**src/hte_pkg.sv**
```systemverilog
// ---------------------------------------------------------------------------
// hte_pkg
// Shared types, constants and tag-name tables for the html text extractor.
// ---------------------------------------------------------------------------
package hte_pkg;

  localparam int unsigned DATA_W      = 8;
  localparam int unsigned LEN_W       = 16;
  localparam int unsigned CFG_DATA_W  = 16;
  localparam int unsigned CFG_IDX_W   = 1;
  localparam int unsigned QUEUE_DEPTH = 4;
  localparam int unsigned QPTR_W      = 2;
  localparam int unsigned MAX_BYTES   = 4;
  localparam int unsigned NAME_COUNT  = 14;
  localparam int unsigned NAME_CHARS  = 12;

  typedef enum logic [CFG_IDX_W-1:0] {
    REG_OUTPUT_CAPACITY = 1'b0,
    REG_MAX_CHARS       = 1'b1
  } reg_idx_e;

  typedef enum logic [2:0] {
    ACT_SCRIPT_ON,
    ACT_STYLE_ON,
    ACT_SCRIPT_OFF,
    ACT_STYLE_OFF,
    ACT_BLOCK
  } tag_act_e;

  localparam logic [DATA_W-1:0] CH_LT    = 8'h3C;
  localparam logic [DATA_W-1:0] CH_GT    = 8'h3E;
  localparam logic [DATA_W-1:0] CH_SPACE = 8'h20;
  localparam logic [DATA_W-1:0] CH_TAB   = 8'h09;
  localparam logic [DATA_W-1:0] CH_CR    = 8'h0D;
  localparam logic [DATA_W-1:0] CH_LF    = 8'h0A;

  // names are right-aligned, first character in the highest filled byte
  localparam logic [8*NAME_CHARS-1:0] NAME_STR [NAME_COUNT] = '{
    "script", "style", "/script", "/style", "p>", "/p>", "div>", "/div>",
    "blockquote>", "/blockquote>", "br>", "br/>", "br />", "/li>"
  };

  localparam logic [3:0] NAME_LEN [NAME_COUNT] = '{
    4'd6, 4'd5, 4'd7, 4'd6, 4'd2, 4'd3, 4'd4, 4'd5,
    4'd11, 4'd12, 4'd3, 4'd4, 4'd5, 4'd4
  };

  // script and style names need one more byte after the name
  localparam logic NAME_EXTRA [NAME_COUNT] = '{
    1'b1, 1'b1, 1'b1, 1'b1, 1'b0, 1'b0, 1'b0, 1'b0,
    1'b0, 1'b0, 1'b0, 1'b0, 1'b0, 1'b0
  };

  localparam tag_act_e NAME_ACT [NAME_COUNT] = '{
    ACT_SCRIPT_ON, ACT_STYLE_ON, ACT_SCRIPT_OFF, ACT_STYLE_OFF,
    ACT_BLOCK, ACT_BLOCK, ACT_BLOCK, ACT_BLOCK, ACT_BLOCK,
    ACT_BLOCK, ACT_BLOCK, ACT_BLOCK, ACT_BLOCK, ACT_BLOCK
  };

  // utf-8 character length from its lead byte
  function automatic logic [2:0] char_len(input logic [DATA_W-1:0] b);
    logic [2:0] len;
    if (b[7] == 1'b0) begin
      len = 3'd1;
    end else if ((b & 8'hE0) == 8'hC0) begin
      len = 3'd2;
    end else if ((b & 8'hF0) == 8'hE0) begin
      len = 3'd3;
    end else if ((b & 8'hF8) == 8'hF0) begin
      len = 3'd4;
    end else begin
      len = 3'd1;
    end
    return len;
  endfunction

  // everything one input byte produces: optional space, raw bytes, end mark
  typedef struct packed {
    logic                             space;
    logic [2:0]                       n_bytes;
    logic [MAX_BYTES-1:0][DATA_W-1:0] bytes;
    logic                             done;
    logic [LEN_W-1:0]                 total;
  } cmd_t;

endpackage

```
**src/hte_front.sv**
```systemverilog
// ---------------------------------------------------------------------------
// hte_front
// Accepts document bytes, runs the tag matcher, block and whitespace tracking,
// utf-8 gathering and limits, and posts one command per producing byte.
// ---------------------------------------------------------------------------
module hte_front #(
  parameter int unsigned COUNT_WIDTH = 16,
  parameter int unsigned DEPTH_MAX   = 255
) (
  input  logic                               clk_i,
  input  logic                               rst_ni,
  input  logic                               valid_i,
  output logic                               ready_o,
  input  logic [hte_pkg::DATA_W-1:0]         byte_i,
  input  logic                               last_i,
  input  logic                               cfg_we_i,
  input  logic [hte_pkg::CFG_IDX_W-1:0]      cfg_idx_i,
  input  logic [hte_pkg::CFG_DATA_W-1:0]     cfg_wdata_i,
  input  logic                               full_i,
  output logic                               push_o,
  output hte_pkg::cmd_t                      cmd_o
);
  import hte_pkg::*;

  localparam int unsigned CW   = COUNT_WIDTH;
  localparam int unsigned DW   = (DEPTH_MAX > 1) ? $clog2(DEPTH_MAX + 1) : 1;
  localparam int unsigned CMPW = ((CW > LEN_W) ? CW : LEN_W) + 1;
  localparam logic [DW-1:0] DepthTop = DW'(DEPTH_MAX);

  logic [DW-1:0]             depth_q, depth_d;
  logic                      script_q, script_d, style_q, style_d;
  logic                      lws_q, lws_d, pend_q, pend_d, halted_q, halted_d;
  logic [NAME_COUNT-1:0]     mask_q, mask_d;
  logic [3:0]                pos_q, pos_d;
  logic [CW-1:0]             cc_q, cc_d, bc_q, bc_d;
  logic [1:0]                rem_q, rem_d;
  logic [2:0]                fill_q, fill_d;
  logic [DATA_W-1:0]         buf_q [MAX_BYTES];
  logic [DATA_W-1:0]         buf_d [MAX_BYTES];
  logic [CFG_DATA_W-1:0]     cap_q, cap_d, maxc_q, maxc_d;

  logic                      accept;
  logic [LEN_W-1:0]          limit;
  logic                      at_limit;
  logic [DATA_W-1:0]         fold;
  logic [3:0]                pos_n;
  logic [NAME_COUNT-1:0]     keep;
  logic                      any_hit;
  tag_act_e                  hit_act;
  logic [2:0]                clen;
  cmd_t                      cmd;

  assign ready_o = !full_i;
  assign accept  = valid_i && ready_o;
  assign limit   = (cap_q != '0) ? cap_q - LEN_W'(1) : '0;
  assign at_limit = (CMPW'(bc_q) >= CMPW'(limit)) ||
                    ((maxc_q != '0) && (CMPW'(cc_q) >= CMPW'(maxc_q)));
  assign fold  = (byte_i >= 8'h41 && byte_i <= 8'h5A) ? byte_i + 8'h20 : byte_i;
  assign pos_n = pos_q + 4'd1;
  assign clen  = char_len(byte_i);

  // all candidate names compared in parallel, highest index wins a hit
  always_comb begin
    logic       ok;
    logic [3:0] sel;
    keep    = '0;
    any_hit = 1'b0;
    hit_act = ACT_BLOCK;
    for (int i = 0; i < NAME_COUNT; i++) begin
      sel = NAME_LEN[i] - pos_n;
      ok  = (pos_n <= NAME_LEN[i]) ? (fold == NAME_STR[i][{sel, 3'b000} +: DATA_W]) : 1'b1;
      if (mask_q[i] && ok) begin
        if (pos_n == NAME_LEN[i] + 4'(NAME_EXTRA[i])) begin
          any_hit = 1'b1;
          hit_act = NAME_ACT[i];
        end else begin
          keep[i] = 1'b1;
        end
      end
    end
  end

  always_comb begin
    depth_d  = depth_q;
    script_d = script_q;
    style_d  = style_q;
    lws_d    = lws_q;
    pend_d   = pend_q;
    halted_d = halted_q;
    mask_d   = mask_q;
    pos_d    = pos_q;
    cc_d     = cc_q;
    bc_d     = bc_q;
    rem_d    = rem_q;
    fill_d   = fill_q;
    buf_d    = buf_q;
    cap_d    = cap_q;
    maxc_d   = maxc_q;
    cmd      = '0;

    if (cfg_we_i) begin
      if (cfg_idx_i == REG_OUTPUT_CAPACITY) begin
        cap_d = cfg_wdata_i;
      end else if (cfg_idx_i == REG_MAX_CHARS) begin
        maxc_d = cfg_wdata_i;
      end
    end

    if (accept) begin
      if (halted_q) begin
        // bytes ignored until the end of the document
      end else if (rem_q != '0) begin
        buf_d[fill_q[1:0]] = byte_i;
        fill_d = fill_q + 3'd1;
        rem_d  = rem_q - 2'd1;
        if (rem_d == '0) begin
          cmd.space   = pend_q;
          pend_d      = 1'b0;
          cmd.n_bytes = fill_d;
          for (int j = 0; j < MAX_BYTES; j++) begin
            cmd.bytes[j] = buf_d[j];
          end
          bc_d   = bc_q + CW'(fill_d);
          cc_d   = cc_q + CW'(1);
          fill_d = '0;
        end else if (last_i) begin
          halted_d = 1'b1;
        end
      end else if (at_limit) begin
        halted_d = 1'b1;
      end else begin
        if (mask_q != '0) begin
          pos_d  = pos_n;
          mask_d = any_hit ? '0 : keep;
          if (any_hit) begin
            case (hit_act)
              ACT_SCRIPT_ON:  script_d = 1'b1;
              ACT_STYLE_ON:   style_d  = 1'b1;
              ACT_SCRIPT_OFF: script_d = 1'b0;
              ACT_STYLE_OFF:  style_d  = 1'b0;
              ACT_BLOCK: begin
                if (!lws_d) begin
                  pend_d = 1'b1;
                  lws_d  = 1'b1;
                  bc_d   = bc_d + CW'(1);
                  cc_d   = cc_d + CW'(1);
                end
              end
              default: ;
            endcase
          end
        end

        if (byte_i == CH_LT) begin
          if (depth_q != DepthTop) depth_d = depth_q + DW'(1);
          mask_d = '1;
          pos_d  = '0;
        end else if (byte_i == CH_GT) begin
          if (depth_q != '0) depth_d = depth_q - DW'(1);
        end else if (depth_q != '0 || script_d || style_d) begin
          // inside markup, script or style
        end else if (byte_i == CH_SPACE || byte_i == CH_TAB ||
                     byte_i == CH_CR || byte_i == CH_LF) begin
          if (!lws_d) begin
            pend_d = 1'b1;
            lws_d  = 1'b1;
            bc_d   = bc_d + CW'(1);
            cc_d   = cc_d + CW'(1);
          end
        end else begin
          lws_d = 1'b0;
          if (CMPW'(bc_d) + CMPW'(clen) > CMPW'(limit)) begin
            halted_d = 1'b1;
          end else if (clen == 3'd1) begin
            cmd.space    = pend_d;
            pend_d       = 1'b0;
            cmd.n_bytes  = 3'd1;
            cmd.bytes[0] = byte_i;
            bc_d = bc_d + CW'(1);
            cc_d = cc_d + CW'(1);
          end else if (last_i) begin
            halted_d = 1'b1;
          end else begin
            buf_d[0] = byte_i;
            fill_d   = 3'd1;
            rem_d    = 2'(clen - 3'd1);
          end
        end
      end

      if (last_i) begin
        cmd.done  = 1'b1;
        // a held-back space at the end is never written
        cmd.total = LEN_W'(bc_d) - LEN_W'(pend_d);
        depth_d  = '0;
        script_d = 1'b0;
        style_d  = 1'b0;
        lws_d    = 1'b1;
        pend_d   = 1'b0;
        halted_d = 1'b0;
        mask_d   = '0;
        pos_d    = '0;
        cc_d     = '0;
        bc_d     = '0;
        rem_d    = '0;
        fill_d   = '0;
      end
    end
  end

  assign cmd_o  = cmd;
  assign push_o = accept && (cmd.space || cmd.n_bytes != '0 || cmd.done);

  always_ff @(posedge clk_i or negedge rst_ni) begin
    if (!rst_ni) begin
      depth_q  <= '0;
      script_q <= 1'b0;
      style_q  <= 1'b0;
      lws_q    <= 1'b1;
      pend_q   <= 1'b0;
      halted_q <= 1'b0;
      mask_q   <= '0;
      pos_q    <= '0;
      cc_q     <= '0;
      bc_q     <= '0;
      rem_q    <= '0;
      fill_q   <= '0;
      cap_q    <= 16'hFFFF;
      maxc_q   <= '0;
    end else begin
      depth_q  <= depth_d;
      script_q <= script_d;
      style_q  <= style_d;
      lws_q    <= lws_d;
      pend_q   <= pend_d;
      halted_q <= halted_d;
      mask_q   <= mask_d;
      pos_q    <= pos_d;
      cc_q     <= cc_d;
      bc_q     <= bc_d;
      rem_q    <= rem_d;
      fill_q   <= fill_d;
      cap_q    <= cap_d;
      maxc_q   <= maxc_d;
    end
  end

  always_ff @(posedge clk_i) begin
    buf_q <= buf_d;
  end

endmodule

```
**src/hte_queue.sv**
```systemverilog
// ---------------------------------------------------------------------------
// hte_queue
// Small command queue between the byte classifier and the output sequencer.
// ---------------------------------------------------------------------------
module hte_queue (
  input  logic          clk_i,
  input  logic          rst_ni,
  input  logic          push_i,
  input  hte_pkg::cmd_t entry_i,
  output logic          full_o,
  output logic          valid_o,
  output hte_pkg::cmd_t entry_o,
  input  logic          pop_i
);
  import hte_pkg::*;

  cmd_t              mem_q [QUEUE_DEPTH];
  logic [QPTR_W-1:0] wptr_q, wptr_d, rptr_q, rptr_d;
  logic [QPTR_W:0]   count_q, count_d;
  logic              do_pop;

  assign full_o  = (count_q == (QPTR_W + 1)'(QUEUE_DEPTH));
  assign valid_o = (count_q != '0);
  assign entry_o = mem_q[rptr_q];
  assign do_pop  = pop_i && valid_o;

  always_comb begin
    wptr_d  = wptr_q;
    rptr_d  = rptr_q;
    count_d = count_q;
    if (push_i) wptr_d = wptr_q + QPTR_W'(1);
    if (do_pop) rptr_d = rptr_q + QPTR_W'(1);
    if (push_i && !do_pop) begin
      count_d = count_q + (QPTR_W + 1)'(1);
    end else if (!push_i && do_pop) begin
      count_d = count_q - (QPTR_W + 1)'(1);
    end
  end

  always_ff @(posedge clk_i or negedge rst_ni) begin
    if (!rst_ni) begin
      wptr_q  <= '0;
      rptr_q  <= '0;
      count_q <= '0;
    end else begin
      wptr_q  <= wptr_d;
      rptr_q  <= rptr_d;
      count_q <= count_d;
    end
  end

  always_ff @(posedge clk_i) begin
    if (push_i) mem_q[wptr_q] <= entry_i;
  end

endmodule

```
**src/hte_back.sv**
```systemverilog
// ---------------------------------------------------------------------------
// hte_back
// Expands the head command into output beats: space, raw bytes, end mark.
// ---------------------------------------------------------------------------
module hte_back (
  input  logic                       clk_i,
  input  logic                       rst_ni,
  input  logic                       valid_i,
  input  hte_pkg::cmd_t              entry_i,
  output logic                       pop_o,
  output logic                       m_valid_o,
  input  logic                       m_ready_i,
  output logic [hte_pkg::DATA_W-1:0] byte_o,
  output logic                       done_o,
  output logic [hte_pkg::LEN_W-1:0]  length_o,
  output logic                       run_end_o
);
  import hte_pkg::*;

  logic [2:0] k_q, k_d;
  logic [2:0] count;
  logic [2:0] j;
  logic       is_space, is_byte, beat;

  assign count    = {2'b00, entry_i.space} + entry_i.n_bytes + {2'b00, entry_i.done};
  assign is_space = entry_i.space && (k_q == '0);
  assign j        = k_q - {2'b00, entry_i.space};
  assign is_byte  = !is_space && (j < entry_i.n_bytes);

  assign m_valid_o = valid_i;
  assign done_o    = !is_space && !is_byte;
  assign byte_o    = is_space ? CH_SPACE : (is_byte ? entry_i.bytes[j[1:0]] : '0);
  assign length_o  = done_o ? entry_i.total : '0;
  assign run_end_o = (k_q == count - 3'd1);

  assign beat  = valid_i && m_ready_i;
  assign pop_o = beat && run_end_o;

  always_comb begin
    k_d = k_q;
    if (beat) k_d = run_end_o ? '0 : k_q + 3'd1;
  end

  always_ff @(posedge clk_i or negedge rst_ni) begin
    if (!rst_ni) begin
      k_q <= '0;
    end else begin
      k_q <= k_d;
    end
  end

endmodule

```
**src/html_text_extractor_core.sv**
```systemverilog
// ---------------------------------------------------------------------------
// html_text_extractor_core
// Strips markup from an html byte stream and emits plain text bytes, ending
// each document with a beat that carries the text length.
// ---------------------------------------------------------------------------
//  channel   | direction | tdata                              | tuser   | tlast
//  s_axis    | in        | [7:0] in_byte                      | -       | in_last
//  m_axis    | out       | [7:0] out_byte, [23:8] text_length | is_done | run_end
//  cfg       | in        | cfg_idx_i 0 output_capacity, 1 max_chars, 16-bit data
//
//  the front takes one input beat per cycle while the command queue has room
//  a byte gives 0 to 6 output beats, sent one per ready cycle from the queue head,
//  so the sustained rate is one input beat per cycle unless output beats pile up
//  output stalls fill the 4-entry queue, which then stalls the input side
//  reset clears all document state and loads capacity 65535, char limit 0
// ---------------------------------------------------------------------------
module html_text_extractor_core #(
  parameter int unsigned COUNT_WIDTH = 16,
  parameter int unsigned DEPTH_MAX   = 255
) (
  input  logic                                 clk_i,
  input  logic                                 rst_ni,
  input  logic                                 s_axis_tvalid,
  output logic                                 s_axis_tready,
  input  logic [7:0]                           s_axis_tdata,  // [7:0] in_byte
  input  logic                                 s_axis_tlast,
  output logic                                 m_axis_tvalid,
  input  logic                                 m_axis_tready,
  output logic [23:0]                          m_axis_tdata,  // [7:0] out_byte, [23:8] text_length
  output logic                                 m_axis_tuser,  // [0] is_done
  output logic                                 m_axis_tlast,
  input  logic                                 cfg_we_i,
  input  logic [hte_pkg::CFG_IDX_W-1:0]        cfg_idx_i,
  input  logic [hte_pkg::CFG_DATA_W-1:0]       cfg_wdata_i
);
  import hte_pkg::*;

  cmd_t              push_cmd, head_cmd;
  logic              push, full, head_valid, pop;
  logic [DATA_W-1:0] out_byte;
  logic [LEN_W-1:0]  out_len;

  hte_front #(
    .COUNT_WIDTH(COUNT_WIDTH),
    .DEPTH_MAX  (DEPTH_MAX)
  ) u_front (
    .clk_i      (clk_i),
    .rst_ni     (rst_ni),
    .valid_i    (s_axis_tvalid),
    .ready_o    (s_axis_tready),
    .byte_i     (s_axis_tdata),
    .last_i     (s_axis_tlast),
    .cfg_we_i   (cfg_we_i),
    .cfg_idx_i  (cfg_idx_i),
    .cfg_wdata_i(cfg_wdata_i),
    .full_i     (full),
    .push_o     (push),
    .cmd_o      (push_cmd)
  );

  hte_queue u_queue (
    .clk_i  (clk_i),
    .rst_ni (rst_ni),
    .push_i (push),
    .entry_i(push_cmd),
    .full_o (full),
    .valid_o(head_valid),
    .entry_o(head_cmd),
    .pop_i  (pop)
  );

  hte_back u_back (
    .clk_i    (clk_i),
    .rst_ni   (rst_ni),
    .valid_i  (head_valid),
    .entry_i  (head_cmd),
    .pop_o    (pop),
    .m_valid_o(m_axis_tvalid),
    .m_ready_i(m_axis_tready),
    .byte_o   (out_byte),
    .done_o   (m_axis_tuser),
    .length_o (out_len),
    .run_end_o(m_axis_tlast)
  );

  assign m_axis_tdata = {out_len, out_byte};

endmodule

```
**config.mk**
```make
export PLATFORM = sky130hd
export DESIGN_NAME = html_text_extractor_core
export DESIGN_NICKNAME = d
export VERILOG_FILES = /design/src/hte_pkg.sv /design/src/hte_front.sv /design/src/hte_queue.sv /design/src/hte_back.sv /design/src/html_text_extractor_core.sv
export SDC_FILE = /design/constraint.sdc
export NUM_CORES = 1
export LEC_CHECK = 0
export ABC_CLOCK_PERIOD_IN_PS = 11350
export BUFFER_PORTS_ARGS = -buffer_cell sky130_fd_sc_hd__buf_4
export CAP_MARGIN = 5
export CORE_MARGIN = 4
export CORE_UTILIZATION = 30
export DETAILED_ROUTE_END_ITERATION = 8
export GPL_TIMING_DRIVEN = 1
export PLACE_DENSITY_LB_ADDON = 0.3
export RECOVER_POWER = 100
export SETUP_SLACK_MARGIN = 0.4
export SKIP_LAST_GASP = 1
export SLEW_MARGIN = 20
export SYNTH_ARGS = -nofsm -noshare
export SYNTH_HDL_FRONTEND = slang
export SYNTH_SLANG_ARGS = --single-unit
```
**constraint.sdc**
```tcl
create_clock -name clk_i -period 11.35 [get_ports clk_i]
set_clock_uncertainty 0.2 [all_clocks]
set_input_delay 0.5675 -clock clk_i [delete_from_list [all_inputs] [get_ports clk_i]]
set_output_delay 0.5675 -clock clk_i [all_outputs]
set_load 0.05 [all_outputs]
```
Word-level counts from Yosys, hierarchy flattened --
Memories as Yosys holds them, arrays and structs flattened. Cells that the tools add are included.
Word-level totals: flip-flop bits (word level) 142, RAM bits 212, input bits 31, output and inout bits 28, logic and storage cells 500, memories 1
Operators by class: add/subtract/negate cells 32, magnitude comparators 17, equality and inequality tests 60, shift-type cells 14, muxes and demuxes 288, bitwise logic cells 3, reduce and logical (&&, ||, !) cells 63
Memory list:
- u_queue.mem_q | words 4, width 53, read ports 1, clocked after memory_dff 0, write ports 1, line hte_queue.sv:17 | cmd_t mem_q [QUEUE_DEPTH];
Operators by type and width (count):
- indexed part select 96 x 8 -> 8 bit, first input constant | 14
- 2-to-1 mux 16 bit | 43
- 2-to-1 mux 8 bit | 30
- 2-to-1 mux 3 bit | 46
- 2-to-1 mux 1 bit | 128
- equality test 8 bit | 14
- 2-to-1 mux 14 bit | 7
- 2-to-1 mux 36 bit | 2
- adder 16 x 1 -> 16 bit, second input constant | 4
- 2-to-1 mux 4 bit | 14
- 2-to-1 mux 53 bit | 1
- bitwise mux 32 bit | 1
- greater-or-equal comparator 16 bit | 2
- nonzero test 16 bit | 2
- logical AND 1 bit | 27
- equality test 8 x 4 -> 1 bit, second input constant | 3
- equality test 8 x 6 -> 1 bit, second input constant | 3
- 2-to-1 mux 24 bit | 1
- 2-to-1 mux 2 bit | 10
- inequality test 3 x 2 -> 1 bit, second input constant | 6
- adder 16 x 3 -> 17 bit | 1
- greater-than comparator 17 x 16 -> 1 bit | 1
- 2-to-1 mux 17 bit | 1
- adder 16 x 3 -> 16 bit | 1
- 57 further kinds | 115

Logic depth before layout (Yosys ltp) --
Gate-level depths: netlist of the first run.
depth in word-level cells 63, mapped depth 49, gate-level depth less buffers 43

Modules after synthesis --
From an unflattened synthesis of the first run, not the netlist that was laid out.
Unflattened totals: cell total of the unflattened synthesis 2294, area, all modules 24106.9 sq um
By module, submodules not included:
- hte_front | instances 1, cells an instance 1902, area each 15227.1 sq um, sequential area each 3484.6 sq um
- hte_queue | instances 1, cells an instance 311, area each 8112.8 sq um, sequential area each 6541.3 sq um
- hte_back | instances 1, cells an instance 81, area each 767.0 sq um, sequential area each 75.1 sq um

Worst setup path before layout of the first run --
OpenSTA, ideal clock, no wires.
path type reg-to-reg, start register u_front.pos_q[0], end memory u_queue.mem_q[0][0] (netlist name) (enable), setup time 416 ps, arrival 10211 ps, required time 10734 ps, slack 523 ps, stages on the path, launching flop included 40, path buffers 6, period minus slack after synthesis 10827 ps, cell sequence dfrtp_1 > ha_1 > clkbuf_1 > inv_1 > ha_1 > ha_1 > xnor2_1 > xor2_1 > nor2_1 > or3_1 > a2111o_1 > or3_1 > and4_1 > buf_6 > buf_6 > a31oi_2 > clkbuf_1 > clkbuf_1 > [... 4 more ...] > fa_1 > inv_1 > a21oi_1 > nor2_1 > nand2_1 > nor3_1 > xnor2_1 > ha_1 > nand4_1 > nor4_1 > nor3b_1 > a21oi_1 > a2111o_1 > nor3_1 > a21oi_1 > nor2_1 > o41a_1 > and2_1
RTL lines:
- start: declaration | line hte_front.sv:34 | logic [3:0] pos_q, pos_d;
- start signal: assignment | line hte_front.sv:238 | pos_q <= pos_d;
- end: declaration | line hte_queue.sv:17

==> flow_metrics.env, run 1 <==
export IMPL_async_flop_share_pct=31.1
export IMPL_violations="max-capacitance violations, max-slew violations"
export IMPL_coreArea_um2=77700
export IMPL_slowest_delay_ns=0.63
export IMPL_pin_count=59
export IMPL_placement_io_buffers=58
export IMPL_drtIter0Drc=1643
export IMPL_period_needed_ns=10.56
export IMPL_r2r_start="u_front.pos_q[1]$_DFFE_PN0P_"
export IMPL_cap_violations=6
export IMPL_top_usage_layer="met2"
export IMPL_synthTopCellsByArea="edfxtp_1 (31%), dfrtp_1 (9.9%), ha_1 (5.9%)"
export IMPL_p_sw_mw=3.24
export IMPL_critical_path_class="flop to flop"
export IMPL_p_per_area_nw_per_um2=267
export IMPL_grt_overflow=0
export IMPL_cp_top_family="simple AND/OR/NAND/NOR gates"
export IMPL_wirelength_um=68800
export IMPL_grt_met1_usage_pct=21.8
export IMPL_cts_root_buffer="clkbuf_16"
export IMPL_track_usage_pct=16.3
export IMPL_dp_final_hpwl_um=48300
export IMPL_cts_buffers=42
export IMPL_use_met3_pct=2.23
export IMPL_synth_top_cell_by_area="edfxtp_1"
export IMPL_avgRoutedWirePerCell_um=20.6
export IMPL_drc_errors=0
export IMPL_met2_usage_pct=27.7
export IMPL_cellInternalPower_mw=3.81
export IMPL_status="finished, violations left"
export IMPL_syn_nets=2419
export IMPL_fin_crit_sh_pct=93.0
export IMPL_nets=2413
export IMPL_viasPerCell=5.54
export IMPL_max_clock_freq_mhz=94.7
export IMPL_hold_depth=3
export IMPL_die_area_um2=83100
export IMPL_r2r_end="u_queue.mem_q[3][15]$_DFFE_PP_"
export IMPL_worstPathMaxFanout=16
export IMPL_synth_warning_count=0
export IMPL_slowest_stage="dfrtp_1"
export IMPL_start_util_pct=30.3
export IMPL_finalSetupTns_ns=0
export IMPL_final_layout_size_suffix_gt1_share_pct=13.3
export IMPL_cp_arrival_ns=10.70
export IMPL_cp_num_buf_inv=7
export IMPL_firstDrtPassIters=7
export IMPL_cts_clk_slew_worst_paths_ns=0.05
export IMPL_whs_ns=0.0281
export IMPL_grt_pass1_vias=18425
export IMPL_ys_seq_area_share_pct=42.8
export IMPL_startpoint_type="flop"
export IMPL_p_seq_share_pct=26.6
export IMPL_setup_viol=0
export IMPL_clkPwrFrac_pct=19.2
export IMPL_p_total_mw=7.05
export IMPL_reg2regPathDepth=40
export IMPL_syn_inst=2271
export IMPL_required_ns=11.50
export IMPL_comb_power_share_pct=54.2
export IMPL_synth_main_ff_cell="edfxtp_1"
export IMPL_cts_sinks=354
export IMPL_cts_path_max_buffers=3
export IMPL_p_sw_share_pct=45.9
export IMPL_htree_levels=2
export IMPL_worst_pin_slew_ns=3.48
export IMPL_netlist_top_cells_count="edfxtp_1 (244), nand2_1 (179), nor2_1 (153)"
export IMPL_synth_area_um2=23600
export IMPL_utilization_pct=34.0
export IMPL_avgSynthCellArea_um2=10.4
export IMPL_area_growth_synth_to_final_pct=12.1
export IMPL_cts_tree="yes"
export IMPL_min_to="u_front.cap_q[1]$_DFFE_PN1P_"
export IMPL_startpoint="u_front.pos_q[1]$_DFFE_PN0P_"
export IMPL_rows=102
export IMPL_rsz0062_at_grt="no"
export IMPL_postCtsSetupBuffers=0
export IMPL_synthDistinctLibCells=100
export IMPL_synth_top_area_share_pct=31.1
export IMPL_clk_latency_ns=0.58
export IMPL_synth_edf_count=244
export IMPL_num_vias=18484
export IMPL_grt_max_degree=61
export IMPL_max_slew_margin_rel_pct=-132
export IMPL_diodes=0
export IMPL_grt_pass1_wl_um=108000
export IMPL_antenna_found_initial=0
export IMPL_drv_slew=243
export IMPL_die_width_um=288
export IMPL_endpoint_kind="flop"
export IMPL_place_congestion=0.925
export IMPL_hp_start="cfg_wdata_i[1]"
export IMPL_vdd_ir_drop_max_mv=0.144
export IMPL_crit_cells=40
export IMPL_p_leak_nw=9.62
export IMPL_synth_most_common_cell="edfxtp_1"
export IMPL_hold_class="input pin to flop"
export IMPL_ant_nets=0
export IMPL_rrSetupSlack_ns=0.79
export IMPL_synth_seq_cells=354
export IMPL_hold_viol=0
export IMPL_die_h_um=288
export IMPL_place_ws_ns=0.405
export IMPL_fin_ws_ns=0.794
## worst min-delay path: stages
cell     delay (ns)
buf_4          0.09
nand2_1        0.04
o21ai_0        0.07
## state kept, by name, indices dropped and copies added, names as in the netlist, 4 cells and up
register,count
u_front.pos_q,4
u_front.cc_q,16
u_front.cap_q,16
u_front.bc_q,16
u_front.depth_q,8
u_front.mask_q,14
u_front.maxc_q,16
u_front.buf_q,32
u_queue.mem_q,212
## layer usage
| layer | part of all wire (%) | vias up |
|---|---|---|
| met5 | 0 | - |
| met4 | 2.4 | 0 |
| met3 | 5.0 | 113 |
| met2 | 48 | 558 |
| met1 | 44 | 9213 |
| li1 | - | 8600 |
## cells by family (layout without fill, tap and decap cells)
logic type / count (synthesis) / in the layout / synth area share (%)
and+or+nand+nor: 776 / 776 / 17.1
AOI/OAI and AO/OA: 525 / 525 / 15.4
DFF: 354 / 354 / 42.8
buffers and inverters: 228 / 254 / 3.78
muxes: 147 / 147 / 9.85
xor gates and xnor gates: 124 / 124 / 4.64
adders and majority gates: 117 / 117 / 6.37
## layout make-up
class	instances	area [um^2]
well taps	1040	1300
fillers	7758	51300
flip-flops and latches	354	10100
repair buffers	91	603
clock buffers	52	1110
clock inverters	24	285
inverters	87	327
multi-input cells	1689	12700
## placed cells by master (no fill, tap or decap), types with 10 or more instances in the layout
cell type and instances:
edfxtp_1 244, nand2_1 179, nor2_1 151, ha_1 110
o21ai_0 109, a21oi_1 101, dfrtp_1 91, inv_1 85
nand3_1 76, xnor2_1 75, nor3_1 61, mux4_2 61
and3_1 59, mux2_2 51, xor2_1 47, buf_4 47
clkbuf_1 44, clkbuf_16 42, nor4_1 30, a21o_1 29
a31oi_1 28, nand4_1 27, nor2b_1 27, nand2b_1 25
a22o_1 25, o31ai_1 24, or3_1 24, o22ai_1 19
mux2_1 19, a22oi_1 17, a211oi_1 17, nor3b_1 16
mux2i_1 16, o21a_1 16, dfstp_2 16, and2_1 15
o211ai_1 14, or4_1 14, a41oi_1 10
## repair_timing
action                     4_1_cts  5_1_grt
gates resized for setup          3       19
hold buffers                     2        0
setup endpoints to repair        8      266
hold endpoints to repair        50        0
## power groups by stage
stage               sequential, mW  clock, mW  combinational, mW
floorplan                     1.78          0               2.89
global placement              1.88          0               3.87
detailed placement            1.90          0               3.90
CTS                           1.87       1.39               3.92
global route                  1.91       1.45               4.16
finish                        1.88       1.35               3.82
## stage by stage
stage | instances | cell area (um^2)
4_1_cts | 3337 | 26500
5_1_grt | 3337 | 26400
3_5_place_dp | 3259 | 25100
6_report | 3337 | 26400
3_3_place_gp | 3259 | 25100
2_1_floorplan | 2271 | 23600
## worst max path at each step
stage	slack (ns)	end
after floorplan	0.52	u_queue.mem_q[0][0]$_DFFE_PP_
after global placement	0.55	u_queue.mem_q[0][15]$_DFFE_PP_
after detailed placement	0.41	u_queue.mem_q[3][15]$_DFFE_PP_
after CTS	0.56	u_queue.mem_q[3][15]$_DFFE_PP_
after global routing	0.21	u_queue.mem_q[3][15]$_DFFE_PP_
final	0.79	u_queue.mem_q[3][15]$_DFFE_PP_
No activity file was read; power rests on OpenSTA's default activity.
==> inputs of run 2 (changes only) <==
- SYNTH_HIERARCHICAL: unset -> 1
==> flow_metrics.env, run 2 <==
export IMPL_synth_edf_count=244
export IMPL_max_slew_margin_rel_pct=-161
export IMPL_synth_seq_cells=354
export IMPL_r2r_start="u_front/pos_q[1]$_DFFE_PN0P_"
export IMPL_worstPathMaxFanout=9
export IMPL_finalSetupTns_ns=0
export IMPL_cts_buffers=41
export IMPL_worst_pin_slew_ns=3.91
export IMPL_place_inst=3315
export IMPL_violations="max-capacitance violations, max-slew violations"
export IMPL_cts_path_max_buffers=3
export IMPL_cp_arrival_ns=10.79
export IMPL_drc_errors=0
export IMPL_largest_reg_flops=212
export IMPL_num_vias=18772
export IMPL_endpoint_kind="flop"
export IMPL_area_growth_synth_to_final_pct=11.9
export IMPL_grt_pass1_vias=18612
export IMPL_top_regs="u_queue/mem_q: 212 flops, u_front/buf_q: 32 flops"
export IMPL_antenna_found_initial=0
export IMPL_hold_depth=3
export IMPL_cap_violations=5
export IMPL_netlist_top_cells_count="edfxtp_1 (244), nand2_1 (175), nor2_1 (141)"
export IMPL_startpoint_type="flop"
export IMPL_rows=103
export IMPL_syn_nets=2442
export IMPL_max_clock_freq_mhz=94.3
export IMPL_n_fill_cell=7978
export IMPL_regMostFlops="u_queue/mem_q"
export IMPL_cts_sinks=354
export IMPL_clk_latency_ns=0.57
export IMPL_start_util_pct=30.4
export IMPL_syn_inst=2294
export IMPL_p_sw_mw=2.78
export IMPL_avgSynthCellArea_um2=10.5
export IMPL_grt_max_degree=68
export IMPL_nets=2460
export IMPL_cp_num_buf_inv=7
export IMPL_p_seq_share_pct=28.7
export IMPL_p_sw_share_pct=43.5
export IMPL_coreArea_um2=79300
export IMPL_grt_pass1_wl_um=111000
export IMPL_layout_commonest_cell="edfxtp_1"
export IMPL_dp_final_hpwl_um=51100
export IMPL_synthTopCellsByArea="edfxtp_1 (30%), dfrtp_1 (9.7%), ha_1 (5.8%)"
export IMPL_synth_most_common_cell="edfxtp_1"
export IMPL_synth_main_ff_cell="edfxtp_1"
export IMPL_synth_top_cell_by_area="edfxtp_1"
export IMPL_p_leak_nw=10.0
export IMPL_mostFrequentLayoutCells="edfxtp_1 (244), nand2_1 (175), nor2_1 (141)"
export IMPL_grt_overflow=0
export IMPL_diodes=0
export IMPL_hp_start="cfg_wdata_i[0]"
export IMPL_cellInternalPower_mw=3.61
export IMPL_avgRoutedWirePerCell_um=21.1
export IMPL_drtIter0Drc=1767
export IMPL_status="finished, violations left"
export IMPL_ys_seq_area_share_pct=41.9
export IMPL_period_needed_ns=10.61
export IMPL_synth_warning_count=6
export IMPL_track_usage_pct=16.3
export IMPL_rrSetupSlack_ns=0.74
export IMPL_hold_viol=0
export IMPL_cp_top_family="compound AO/OA/AOI/OAI gates"
export IMPL_cts_tree="yes"
export IMPL_reg2regPathDepth=43
export IMPL_ant_nets=0
export IMPL_place_congestion=0.951
export IMPL_rsz0062_at_grt="no"
export IMPL_placement_io_buffers=58
export IMPL_synth_area_um2=24100
export IMPL_hold_class="input pin to flop"
export IMPL_firstDrtPassIters=8
export IMPL_min_to="u_front/cap_q[0]$_DFFE_PN1P_"
export IMPL_slowest_delay_ns=0.62
export IMPL_utilization_pct=34.0
export IMPL_die_h_um=291
export IMPL_r2r_end="u_queue/mem_q[0][13]$_DFFE_PP_"
export IMPL_die_area_um2=85000
export IMPL_comb_power_share_pct=49.9
export IMPL_async_flop_share_pct=31.1
export IMPL_slowest_stage="or4_1"
export IMPL_viasPerCell=5.53
export IMPL_pin_count=59
export IMPL_htree_levels=2
export IMPL_fin_crit_sh_pct=93.5
export IMPL_whs_ns=0.0468
export IMPL_clkPwrFrac_pct=21.4
export IMPL_drv_slew=187
export IMPL_die_width_um=291
export IMPL_critical_path_class="flop to flop"
export IMPL_required_ns=11.53
export IMPL_synthDistinctLibCells=119
export IMPL_synth_top_area_share_pct=30.4
export IMPL_cts_root_buffer="clkbuf_16"
export IMPL_final_cells=3395
export IMPL_p_per_area_nw_per_um2=237
export IMPL_final_layout_size_suffix_gt1_share_pct=15.6
export IMPL_cts_clk_slew_worst_paths_ns=0.06
export IMPL_vdd_ir_drop_max_mv=0.131
export IMPL_wirelength_um=71500
export IMPL_setup_viol=0
[run 2: area by class of cell]
| class | count | area, um^2 | share of cell area, % |
|---|---|---|---|
| Clock buffer | 54 | 1120 | 4.14 |
| Clock inverter | 22 | 287 | 1.06 |
| Inverter | 97 | 364 | 1.35 |
| Multi-Input combinational cell | 1697 | 13000 | 48.1 |
| Sequential cell | 354 | 10100 | 37.4 |
| Tap cell | 1050 | 1310 | 4.87 |
| Timing Repair Buffer | 121 | 832 | 3.08 |
[run 2: timing repair]
action | CTS | global route
hold buffers | 1 | 0
resized for setup | 1 | 24
setup buffers | 0 | 3
hold endpoints to repair | 43 | 0
setup endpoints to repair | 4 | 52
[run 2: cell families (layout without fill, tap and decap cells)]
group / Yosys count / count (layout) / share of synthesized area, %
compound gates: 540 / 540 / 15.7
xor+xnor: 136 / 136 / 5.16
fa+ha+maj: 117 / 117 / 6.23
buf+inv: 243 / 294 / 4.61
flops: 354 / 354 / 41.9
mux: 152 / 152 / 9.96
simple gates: 752 / 752 / 16.5
[run 2: power groups by stage]
stage | clock (mW) | combinational [mW] | sequential [mW]
global route | 1.46 | 3.46 | 1.86
detailed placement | 0 | 3.27 | 1.86
CTS | 1.41 | 3.28 | 1.83
floorplan | 0 | 2.47 | 1.75
global placement | 0 | 3.24 | 1.85
finish | 1.37 | 3.19 | 1.83
[run 2: per-stage QoR]
step	instance area (um^2)	power, mW	setup WS [ns]
2_1_floorplan	24100	4.21	0.418
3_5_place_dp	25600	5.13	0.408
3_3_place_gp	25600	5.08	0.659
4_1_cts	27000	6.53	0.461
6_report	27000	6.40	0.742
5_1_grt	27000	6.78	0.239
[run 2: how the worst max path moves through the flow]
stage / depth (start not counted) / from / endpoint
CTS: 45 / u_front/pos_q[1]$_DFFE_PN0P_ / u_queue/mem_q[0][13]$_DFFE_PP_
detailed placement: 45 / u_front/pos_q[1]$_DFFE_PN0P_ / u_queue/mem_q[0][13]$_DFFE_PP_
global route: 45 / u_front/pos_q[1]$_DFFE_PN0P_ / u_queue/mem_q[0][13]$_DFFE_PP_
global placement: 44 / u_front/pos_q[0]$_DFFE_PN0P_ / u_queue/mem_q[0][13]$_DFFE_PP_
floorplan: 53 / u_front/pos_q[0]$_DFFE_PN0P_ / u_queue/mem_q[0][13]$_DFFE_PP_
finish: 43 / u_front/pos_q[1]$_DFFE_PN0P_ / u_queue/mem_q[0][13]$_DFFE_PP_
[run 2: worst register-to-register path: cells and delay by family, from the launching register on]
family	cells	cell delay [ns]
AO/OA/AOI/OAI	17	3.32
XOR/XNOR	3	0.62
adder cells (fa/ha/maj)	7	2.17
buffers and inverters	7	0.71
flip-flops	1	0.53
AND/OR/NAND/NOR	9	2.87
[run 2: metal layers]
layer | part of all wire [%] | wire length (um) | track usage, % | vias to the layer above
li1 | - | - | - | 8705
met1 | 44 | 31800 | 21.9 | 9348
met2 | 48 | 34100 | 27.5 | 587
met3 | 4.9 | 3520 | 2.02 | 132
met4 | 3.0 | 2140 | 4.81 | 0
met5 | 0 | 0 | 0 | -
==> inputs of run 3 (changes only) <==
- CTS_BUF_LIST: unset -> sky130_fd_sc_hd__clkbuf_8
==> flow_metrics.env, run 3 (synthesis gave the netlist of run 2 again) <==
export IMPL_cts_buffers=60
export IMPL_place_inst=3315
export IMPL_rsz0062_at_grt="no"
export IMPL_hold_class="input pin to flop"
export IMPL_die_width_um=291
export IMPL_cts_clk_slew_worst_paths_ns=0.06
export IMPL_slowest_stage="or4_1"
export IMPL_coreArea_um2=79300
export IMPL_drv_slew=187
export IMPL_rows=103
export IMPL_max_clock_freq_mhz=94.3
export IMPL_top_regs="u_queue/mem_q: 212 flops, u_front/buf_q: 32 flops"
export IMPL_num_vias=18990
export IMPL_drc_errors=0
export IMPL_grt_overflow=0
export IMPL_grt_pass1_wl_um=112000
export IMPL_fin_crit_sh_pct=93.4
export IMPL_grt_pass1_vias=18936
export IMPL_wirelength_um=72100
export IMPL_violations="max-capacitance violations, max-slew violations"
export IMPL_cp_top_family="compound AO/OA/AOI/OAI gates"
export IMPL_cts_path_max_buffers=3
export IMPL_p_per_area_nw_per_um2=233
export IMPL_avgRoutedWirePerCell_um=20.9
export IMPL_worst_pin_slew_ns=3.86
export IMPL_final_cells=3451
export IMPL_layout_commonest_cell="edfxtp_1"
export IMPL_pin_count=59
export IMPL_slowest_delay_ns=0.62
export IMPL_cts_tree="yes"
export IMPL_use_met3_pct=2.27
export IMPL_fin_ws_ns=0.747
export IMPL_required_ns=11.63
export IMPL_endpoint_kind="flop"
export IMPL_viasPerCell=5.50
export IMPL_die_h_um=291
export IMPL_largest_reg_flops=212
export IMPL_nets=2496
export IMPL_met2_usage_pct=27.7
export IMPL_p_leak_nw=10.1
export IMPL_top_usage_layer="met2"
export IMPL_htree_levels=2
export IMPL_rrSetupSlack_ns=0.75
export IMPL_vdd_ir_drop_max_mv=0.142
export IMPL_startpoint_type="flop"
export IMPL_utilization_pct=34.2
export IMPL_critical_path_class="flop to flop"
export IMPL_place_congestion=0.951
export IMPL_firstDrtPassIters=6
export IMPL_hold_viol=0
export IMPL_placement_io_buffers=58
export IMPL_start_util_pct=30.4
export IMPL_grt_met1_usage_pct=21.9
export IMPL_final_layout_size_suffix_gt1_share_pct=16.0
export IMPL_dp_final_hpwl_um=51100
export IMPL_mostFrequentLayoutCells="edfxtp_1 (244), nand2_1 (175), nor2_1 (141)"
export IMPL_drtIter0Drc=1909
export IMPL_clk_latency_ns=0.69
export IMPL_place_ws_ns=0.408
export IMPL_design_area_um2=27100
export IMPL_n_fill_cell=7990
export IMPL_die_area_um2=85000
export IMPL_finalSetupTns_ns=0
export IMPL_setup_viol=0
export IMPL_antenna_found_initial=1
export IMPL_ant_nets=0
export IMPL_status="finished, violations left"
export IMPL_track_usage_pct=16.4
export IMPL_cp_arrival_ns=10.89
export IMPL_cts_root_buffer="clkbuf_8"
export IMPL_grt_max_degree=68
export IMPL_place_area_um2=25600
export IMPL_regMostFlops="u_queue/mem_q"
export IMPL_cap_violations=5
export IMPL_area_growth_synth_to_final_pct=12.3
export IMPL_max_slew_margin_rel_pct=-157
export IMPL_cts_sinks=354
export IMPL_cp_num_buf_inv=7
export IMPL_worstPathMaxFanout=9
export IMPL_period_needed_ns=10.60
[run 3: cell types whose count changed in the layout (fill, tap and decap cells not counted), moves of 3 or more]
cell           before  now
clkbuf_8            2   64
clkbuf_16          42    0
clkinv_1            3   13
buf_4              96   83
clkinv_2            5   11
dlygate4sd3_1       1   18
clkbuf_4            1    6
inv_1              95  107
bufinv_16           5    8
[run 3: worst paths after layout]
kind | to | start | cells after the start
worst max-delay path | u_queue/mem_q[3][13]$_DFFE_PP_ | u_front/pos_q[1]$_DFFE_PN0P_ | 43
worst min-delay path | u_front/buf_q[28]$_DFFE_PP_ | s_axis_tdata[4] | 2
worst max register to register | u_queue/mem_q[3][13]$_DFFE_PP_ | u_front/pos_q[1]$_DFFE_PN0P_ | 43
worst min register to register | u_queue/count_q[2]$_DFFE_PN0P_ | u_queue/count_q[2]$_DFFE_PN0P_ | 1
max in group asynchronous | u_front/pos_q[0]$_DFFE_PN0P_ | rst_ni | 3
min in group asynchronous | u_back/k_q[0]$_DFFE_PN0P_ | rst_ni | 2
[run 3: power by group]
part / switching (mW) / total (mW) / internal (mW)
Sequential: 0.187 / 1.83 / 1.64
Clock: 0.560 / 1.27 / 0.715
Combinational: 2.05 / 3.20 / 1.15
[run 3: layout make-up]
cell class	instances	area, um^2	area share (%)
Multi-Input combinational cell	1697	13000	47.9
Sequential cell	354	10100	37.3
Tap cell	1050	1310	4.85
Timing Repair Buffer	138	972	3.59
Clock buffer	64	881	3.25
Clock inverter	50	465	1.72
Inverter	97	364	1.35
Antenna cell	1	2.50	0.00924
[run 3: what timing repair did]
item,4_1_cts,5_1_grt
setup buffers,0,3
gates cloned,0,0
pin swaps,0,0
gates resized for setup,1,24
hold buffers,18,0
endpoints found under the setup margin,4,52
endpoints found under the hold margin,76,0
[run 3: through the flow]
| stage | hold slack, ns | total power [mW] |
|---|---|---|
| floorplan | 0.0719 | 4.21 |
| global placement | 0.269 | 5.08 |
| detailed placement | 0.285 | 5.13 |
| CTS | 0.102 | 6.44 |
| global route | 0.133 | 6.71 |
| finish | 0.164 | 6.31 |
[run 3: routing by layer]
metal  part of all wire (%)  vias to the layer above
li1                       -                     8791
met3                    5.3                      140
met2                     48                      597
met4                    2.9                        0
met1                     44                     9462
met5                      0                        -
